File: config.mk
export PLATFORM = sky130hd
export DESIGN_NAME = length_prefixed_file_receiver
export DESIGN_NICKNAME = d
export VERILOG_FILES = /design/src/sv/lpfr_pkg.sv /design/src/sv/lpfr_core.sv /design/src/sv/lpfr_out_buf.sv /design/src/sv/length_prefixed_file_receiver.sv
export SDC_FILE = /design/constraint.sdc
export NUM_CORES = 1
export LEC_CHECK = 0
export CORE_MARGIN = 5
export CORE_UTILIZATION = 55
export DETAILED_ROUTE_END_ITERATION = 16
export DONT_BUFFER_PORTS = 1
export PLACE_DENSITY_LB_ADDON = 0.05
export SLEW_MARGIN = 20
export SYNTH_ARGS = -nofsm -noshare
export SYNTH_HDL_FRONTEND = slang
export SYNTH_HIERARCHICAL = 1
export SYNTH_SLANG_ARGS = --single-unit
File: constraint.sdc
create_clock -name clk -period 12.7 [get_ports clk]
set_input_delay 2.54 -clock clk [delete_from_list [all_inputs] [get_ports clk]]
set_output_delay 2.54 -clock clk [all_outputs]
set_load 0.02 [all_outputs]
File: src/sv/lpfr_pkg.sv
// Shared types and constants of the length-prefixed file receiver.
package lpfr_pkg;

  // Event codes carried on the input tuser.
  localparam logic [1:0] ACT_START    = 2'd0;
  localparam logic [1:0] ACT_BYTE     = 2'd1;
  localparam logic [1:0] ACT_TICK     = 2'd2;
  localparam logic [1:0] ACT_RESERVED = 2'd3;

  // Characters sent back to the transmitter.
  localparam logic [7:0] CH_START = 8'h53;
  localparam logic [7:0] CH_ACK   = 8'h06;
  localparam logic [7:0] CH_NAK   = 8'h15;

  // Configuration register indexes.
  localparam logic CFG_MAX_LENGTH    = 1'b0;
  localparam logic CFG_TIMEOUT_TICKS = 1'b1;

  localparam int unsigned LEN_W     = 17;
  localparam int unsigned TICK_W    = 16;
  localparam int unsigned IDX_W     = 16;
  localparam int unsigned ACC_W     = 24;
  localparam int unsigned LIMIT_W   = 25;
  localparam int unsigned OUT_TDATA_W = 56;

  // Capacity of the receive buffer in bytes.
  localparam int unsigned BUFFER_DEPTH = 65536;
  localparam logic [LIMIT_W-1:0] BUFFER_LIMIT = LIMIT_W'(BUFFER_DEPTH);

  localparam logic [LEN_W-1:0]  MAX_LENGTH_RST    = 17'd65536;
  localparam logic [TICK_W-1:0] TIMEOUT_TICKS_RST = 16'd1000;

  typedef struct packed {
    logic             send_valid;
    logic [7:0]       send_char;
    logic             write_valid;
    logic [IDX_W-1:0] write_index;
    logic [7:0]       write_data;
    logic             finished;
    logic [LEN_W-1:0] received_length;
  } result_t;

endpackage

File: src/sv/lpfr_core.sv
// Transfer state, configuration registers and the per-event decision logic.
module lpfr_core (
  input  logic                    clk,
  input  logic                    rst,
  input  logic                    cfg_we,
  input  logic                    cfg_index,
  input  logic [16:0]             cfg_data,
  input  logic                    ev_accept,
  input  logic [1:0]              ev_action,
  input  logic [7:0]              ev_byte,
  output logic                    res_valid,
  output lpfr_pkg::result_t       res
);
  import lpfr_pkg::*;

  typedef enum logic [1:0] {
    PH_IDLE,
    PH_LEN,
    PH_DATA
  } phase_t;

  phase_t             phase, phase_next;
  logic [LEN_W-1:0]   byte_count, byte_count_next;
  logic [ACC_W-1:0]   len_acc, len_acc_next;
  logic [TICK_W-1:0]  idle_ticks, idle_ticks_next;
  logic [LEN_W-1:0]   max_length;
  logic [TICK_W-1:0]  timeout_ticks;

  logic [LEN_W-1:0]   bc_inc;
  logic [TICK_W-1:0]  ticks_inc;
  logic [31:0]        full_len;
  logic [LIMIT_W-1:0] limit;

  assign bc_inc    = byte_count + LEN_W'(1);
  assign ticks_inc = (idle_ticks == {TICK_W{1'b1}}) ? idle_ticks
                                                    : idle_ticks + TICK_W'(1);
  assign full_len  = {ev_byte, len_acc};
  assign limit     = (LIMIT_W'(max_length) < BUFFER_LIMIT) ? LIMIT_W'(max_length)
                                                           : BUFFER_LIMIT;

  always_comb begin
    phase_next      = phase;
    byte_count_next = byte_count;
    len_acc_next    = len_acc;
    idle_ticks_next = idle_ticks;
    res_valid       = 1'b0;
    res             = '0;
    case (ev_action)
      ACT_START: begin
        phase_next      = PH_LEN;
        byte_count_next = '0;
        len_acc_next    = '0;
        idle_ticks_next = '0;
        res_valid       = 1'b1;
        res.send_valid  = 1'b1;
        res.send_char   = CH_START;
      end
      ACT_BYTE: begin
        if (phase == PH_LEN) begin
          idle_ticks_next = '0;
          byte_count_next = bc_inc;
          case (byte_count[1:0])
            2'd0: len_acc_next[7:0]   = ev_byte;
            2'd1: len_acc_next[15:8]  = ev_byte;
            2'd2: len_acc_next[23:16] = ev_byte;
            default: begin
              // Fourth length byte: judge the complete little-endian length.
              byte_count_next = '0;
              if (full_len == 32'd0 || full_len > 32'(limit)) begin
                phase_next     = PH_IDLE;
                res_valid      = 1'b1;
                res.send_valid = 1'b1;
                res.send_char  = CH_NAK;
                res.finished   = 1'b1;
              end else begin
                phase_next   = PH_DATA;
                len_acc_next = full_len[ACC_W-1:0];
              end
            end
          endcase
        end else if (phase == PH_DATA) begin
          idle_ticks_next = '0;
          byte_count_next = bc_inc;
          res_valid       = 1'b1;
          res.write_valid = 1'b1;
          res.write_index = byte_count[IDX_W-1:0];
          res.write_data  = ev_byte;
          if (ACC_W'(bc_inc) >= len_acc) begin
            phase_next          = PH_IDLE;
            byte_count_next     = '0;
            res.send_valid      = 1'b1;
            res.send_char       = CH_ACK;
            res.finished        = 1'b1;
            res.received_length = len_acc[LEN_W-1:0];
          end
        end
      end
      ACT_TICK: begin
        if (phase != PH_IDLE) begin
          idle_ticks_next = ticks_inc;
          if (ticks_inc >= timeout_ticks) begin
            phase_next      = PH_IDLE;
            byte_count_next = '0;
            idle_ticks_next = '0;
            res_valid       = 1'b1;
            res.send_valid  = 1'b1;
            res.send_char   = CH_NAK;
            res.finished    = 1'b1;
          end
        end
      end
      default: ;
    endcase
  end

  always_ff @(posedge clk) begin
    if (rst) begin
      phase         <= PH_IDLE;
      byte_count    <= '0;
      len_acc       <= '0;
      idle_ticks    <= '0;
      max_length    <= MAX_LENGTH_RST;
      timeout_ticks <= TIMEOUT_TICKS_RST;
    end else begin
      if (ev_accept) begin
        phase      <= phase_next;
        byte_count <= byte_count_next;
        len_acc    <= len_acc_next;
        idle_ticks <= idle_ticks_next;
      end
      if (cfg_we) begin
        case (cfg_index)
          CFG_MAX_LENGTH:    max_length    <= cfg_data;
          CFG_TIMEOUT_TICKS: timeout_ticks <= cfg_data[TICK_W-1:0];
          default: ;
        endcase
      end
    end
  end

endmodule

File: src/sv/lpfr_out_buf.sv
// Output register with a one-entry skid stage that holds a result while the output stalls.
module lpfr_out_buf (
  input  logic              clk,
  input  logic              rst,
  input  logic              push,
  input  lpfr_pkg::result_t push_data,
  output logic              can_push,
  output logic              out_valid,
  input  logic              out_ready,
  output lpfr_pkg::result_t out_data
);
  import lpfr_pkg::*;

  result_t skid_data;
  logic    skid_valid;

  assign can_push = !skid_valid;

  always_ff @(posedge clk) begin
    if (rst) begin
      out_valid  <= 1'b0;
      skid_valid <= 1'b0;
    end else begin
      if (out_ready || !out_valid) begin
        if (skid_valid) begin
          out_valid  <= 1'b1;
          skid_valid <= 1'b0;
        end else begin
          out_valid <= push;
        end
      end else if (push) begin
        // Output is stalled and full: park the new result in the skid stage.
        skid_valid <= 1'b1;
      end
    end
  end

  always_ff @(posedge clk) begin
    if (out_ready || !out_valid) begin
      out_data <= skid_valid ? skid_data : push_data;
    end
    if (push && out_valid && !out_ready) begin
      skid_data <= push_data;
    end
  end

endmodule

File: src/sv/length_prefixed_file_receiver.sv
// Top level of the length-prefixed file receiver.
// Input events arrive on the s_ stream: tuser holds the event kind (start,
// received byte, millisecond tick) and tdata the received byte. A start
// answers 'S'; the next four bytes give a little-endian length. A bad length
// answers NAK and finishes with length 0; otherwise each data byte leaves as a
// buffer write, the last one together with ACK and the length. Too many ticks
// between bytes abort the transfer with NAK.
// Results leave on the m_ stream; an event causes at most one result, and
// tlast marks the one that ends a transfer.
// One event is accepted every cycle while s_tready is high; the result of an
// event is presented from the single output register.
// If the output stalls, one further result is held in a skid stage and
// s_tready drops until the output register drains it.
// The configuration channel is always ready; writes belong in idle periods.
// Reset (rst, synchronous) returns the block to idle, empties the output and
// restores max_length to 65536 and timeout_ticks to 1000.
module length_prefixed_file_receiver (
  input  logic        clk,
  input  logic        rst,
  input  logic        s_tvalid,
  output logic        s_tready,
  input  logic [7:0]  s_tdata,   // [7:0] rx_byte
  input  logic [1:0]  s_tuser,   // [1:0] action
  output logic        m_tvalid,
  input  logic        m_tready,
  output logic [lpfr_pkg::OUT_TDATA_W-1:0] m_tdata, // [7:0] send_char, [23:8] write_index,
                                 // [31:24] write_data, [48:32] received_length
  output logic [1:0]  m_tuser,   // [0] send_valid, [1] write_valid
  output logic        m_tlast,   // finished
  input  logic        cfg_valid,
  output logic        cfg_ready,
  input  logic        cfg_index,
  input  logic [16:0] cfg_data
);
  import lpfr_pkg::*;

  logic    ev_accept;
  logic    res_valid;
  result_t res;
  result_t out_res;

  assign cfg_ready = 1'b1;
  assign ev_accept = s_tvalid && s_tready;

  lpfr_core u_core (
    .clk       (clk),
    .rst       (rst),
    .cfg_we    (cfg_valid && cfg_ready),
    .cfg_index (cfg_index),
    .cfg_data  (cfg_data),
    .ev_accept (ev_accept),
    .ev_action (s_tuser),
    .ev_byte   (s_tdata),
    .res_valid (res_valid),
    .res       (res)
  );

  lpfr_out_buf u_out_buf (
    .clk       (clk),
    .rst       (rst),
    .push      (ev_accept && res_valid),
    .push_data (res),
    .can_push  (s_tready),
    .out_valid (m_tvalid),
    .out_ready (m_tready),
    .out_data  (out_res)
  );

  assign m_tdata = {7'd0, out_res.received_length, out_res.write_data,
                    out_res.write_index, out_res.send_char};
  assign m_tuser = {out_res.write_valid, out_res.send_valid};
  assign m_tlast = out_res.finished;

endmodule
==> reports/metrics.csv <==
stage;metric;value;unit
setup_path;Worst Path Max Fanout;49;
setup_path;CP Capture Type;flip-flop;
pwr;Sw Ratio;23.6;%
die;die area;0.0212;mm^2
sta;final worst path period share;42.7;%
synth;Synth cell types;66;
setup_path;Crit Path Class;in -> reg;
cts;TritonCTS clock tree;done;
grt;initial antenna violation count;0;
cts;clk slew on worst S/H paths;0.07;ns
sta;Max Freq;184;MHz
grt;largest net degree at the start of global routing;82;
final_layout;Fillers;1526;
sta;fin. max-slew vios;0;
sta;Least-Margin Pin Slew;1.07;ns
sta;hold slack;0.456;ns
pwr;maximum VDD drop;96.2;uV
setup_path;most frequent CP cell;or4_1;
place;pre-CTS setup slack;6.82;ns
die;die width;146;um
final_layout;most frequent cells in the layout;110 x nand2_1, 104 x edfxtp_1, 93 x dfxtp_1, 78 x nor2_1, 63 x ha_1;
grt;first-pass GRT wire length;35900;um
hold_path;Hold Path Cell Cnt;2;
sta;Final WS setup;7.28;ns
hold_path;hold_sp;u_core/timeout_ticks[13];
synth;Mapped Cells;940;
cts;root buffer cell;clkbuf_16;
pwr;PwrDens;120;mW/mm^2
synth;post-synth top area share;30.9;%
hold_path;hold crit path type;reg -> reg;
final_layout;P&R area growth vs syn;5.89;%
synth;sequential area share after synthesis;49.5;%
setup_path;Slowest Stage Delay on Critical Path;0.55;ns
synth;Syn. warnings;6;
drt;Post-DRT Antenna Nets;0;
cts;Hold-fix buffers, CTS;0;
sta;Final min period;5.42;ns
pwr;total power;1.29;mW
setup_path;critical path's slowest cell;or4_1;
place;routability cong.;0.942;
pwr;Combinational Power Share;4.7;%
sta;Fin Setup TNS;0;ns
cts;number of gates resized after CTS;0;
sta;final hold vios;0;
synth;Mean Syn Cell Area;10.8;um^2
die;FP Rows;49;
final_layout;Design Area, Final;0.0107;mm^2
grt;total track usage;20.9;%
cts;worst-skew pair later-pin latency;0.43;ns
pwr;Psw;0.304;mW
place;hpwl dp;16500;um
synth;Area contributors post-synth;edfxtp_1 31%, dfxtp_1 19%, ha_1 7.8%;
drt;vias per cell;5.92;
drt;final WL;22200;um
setup_path;worst setup path start;s_tdata[5];
pwr;clock share of power;41.7;%
sta;relative slew slack;28.2;%
synth;Synth Cell Area;0.0101;mm^2
die;die height;146;um
synth;Synth async-reset ratio;0;%
cts;clk buf depth;2;
place;post-placement cell area;0.0101;mm^2
final_layout;Cell Count, Final, Fillers Out;1156;
setup_path;worst path cell trace;or4_1 > or4_1 > nor3_1 > a41oi_2 > a21oi_2 > a31oi_4 > a31oi_1 > and3_1 > inv_1 > nor2_4 > buf_4;
drt;Routed WL per cell;19.2;um
synth;Synth Register Bits;198;
final_layout;final core utilization;59.4;%
setup_path;worst reg-to-reg path cell count;17;
die;core area;0.0180;mm^2
die;Top Ports;95;
grt;vias in the first global route;6848;
sta;# setup viols final;0;
final_layout;# nets final;1010;
setup_path;worst r2r src;u_core/idle_ticks[5];
place;placed cell count;1124;
hold_path;Hold Path Sink;u_core/timeout_ticks[13];
pwr;sequential power share;53.6;%
final_layout;Seq. cell area;0.00501;mm^2
cts;Num CTS Buffers;17;
setup_path;crit start category;input port;
cts;Post-CTS Setup Repair Bufs;0;
final_layout;ANT cells;0;
final_layout;area of the multi-input gates;0.00461;mm^2
grt;GRT Residual Overflow;0;
outcome;status;finished, final reports clean;
setup_path;Worst Path Arrival;5.48;ns
synth;Top FF cell, synth;edfxtp_1;
setup_path;R2R Setup Slk;7.38;ns
setup_path;Worst EP required;12.76;ns
sta;Clock Skew;0.0123;ns
die;Initial Util;56.1;%
drt;drt pass-1 iters;7;
cts;Max H-tree Level;4;
pwr;Power Internal;0.985;mW
synth;area leader, netlist;edfxtp_1;
drt;DR vias;6842;
synth;number of flops mapped to enable cells by yosys;104;
final_layout;most common cell after layout, fill and taps aside;nand2_1;
job;Max Cap Viol;0;
pwr;Leak;4.26;nW
place;port buffer count;0;
drt;initial DRC count;423;
cts;# clock sinks;198;
setup_path;worst r2r dst;u_out_buf/skid_data[5];
final_layout;fraction of layout cells with a size suffix above 1;11.4;%
drt;DRC Markers;0;
sta;RSZ-0062 raised after global routing;no;
-- power by group through the flow --
| stage | logic, mW | clock network (mW) | registers [mW] |
|---|---|---|---|
| 2_1_floorplan | 0.0521 | 0 | 0.704 |
| 3_3_place_gp | 0.0576 | 0 | 0.706 |
| 3_5_place_dp | 0.0594 | 0 | 0.706 |
| 4_1_cts | 0.0598 | 0.548 | 0.692 |
| 5_1_grt | 0.0672 | 0.578 | 0.693 |
| 6_report | 0.0604 | 0.538 | 0.691 |
-- critical path: cells and delay by family --
family / cells / cell delay (ns)
and+or+nand+nor: 5 / 1.67
buffers and inverters: 2 / 0.62
AOI/OAI and AO/OA: 4 / 0.60
-- registers in the layout, indices dropped and copies added, names as in the netlist --
register              count
u_out_buf/out_data       52
u_out_buf/skid_data      52
u_core/len_acc           24
u_core/byte_count        17
u_core/max_length        17
u_core/idle_ticks        16
u_core/timeout_ticks     16
u_core/phase              2
u_out_buf/out_valid       1
u_out_buf/skid_valid      1
-- cell usage after synthesis (all sizes together), types with 11 or more instances --
master,number
nand2,110
and3,29
clkbuf,30
nor3,20
o21ai,12
dfxtp,94
nor2,79
a21oi,52
xnor2,14
xor2,11
mux2i,25
nand4,12
edfxtp,104
inv,52
mux2,55
ha,63
and2,12
buf,26
nand3,25
-- worst max path at each step --
stage	to	slack (ns)	cells after the start
6_report	u_out_buf/skid_data[5]	7.28	11
5_1_grt	u_out_buf/skid_data[14]	6.90	17
4_1_cts	u_out_buf/skid_data[14]	7.29	11
3_5_place_dp	u_out_buf/skid_data[2]	6.82	11
3_3_place_gp	u_out_buf/skid_data[21]	6.93	11
2_1_floorplan	u_out_buf/skid_data[0]	5.60	10
-- metal layers --
layer	wire, um	vias to the layer above	global-route usage [%]
met1	9700	3306	27.3
met5	0	-	0
met3	1380	32	5.64
met2	10700	224	34.1
met4	462	0	6.48
li1	-	3280	-
-- cells by family (layout without fill, tap and decap cells) --
logic type	after synthesis	after routing	share of synthesized area [%]
adders and majority gates	63	63	7.79
muxes	80	80	10.4
DFF	198	198	49.5
xor gates and xnor gates	25	25	2.16
and+or+nand+nor	331	331	15.7
AOI/OAI and AO/OA	131	131	9.00
other	3	11	0.111
buffers and inverters	109	88	5.45
-- cell type report --
cell class	instances	area share, %
sequential	198	46.7
multi-input combinational	641	43.0
clock buffer	18	4.10
tap	229	2.67
inverter	53	1.86
clock inverter	14	1.44
timing repair buffer	3	0.210
(Power assumes the default switching activity.)
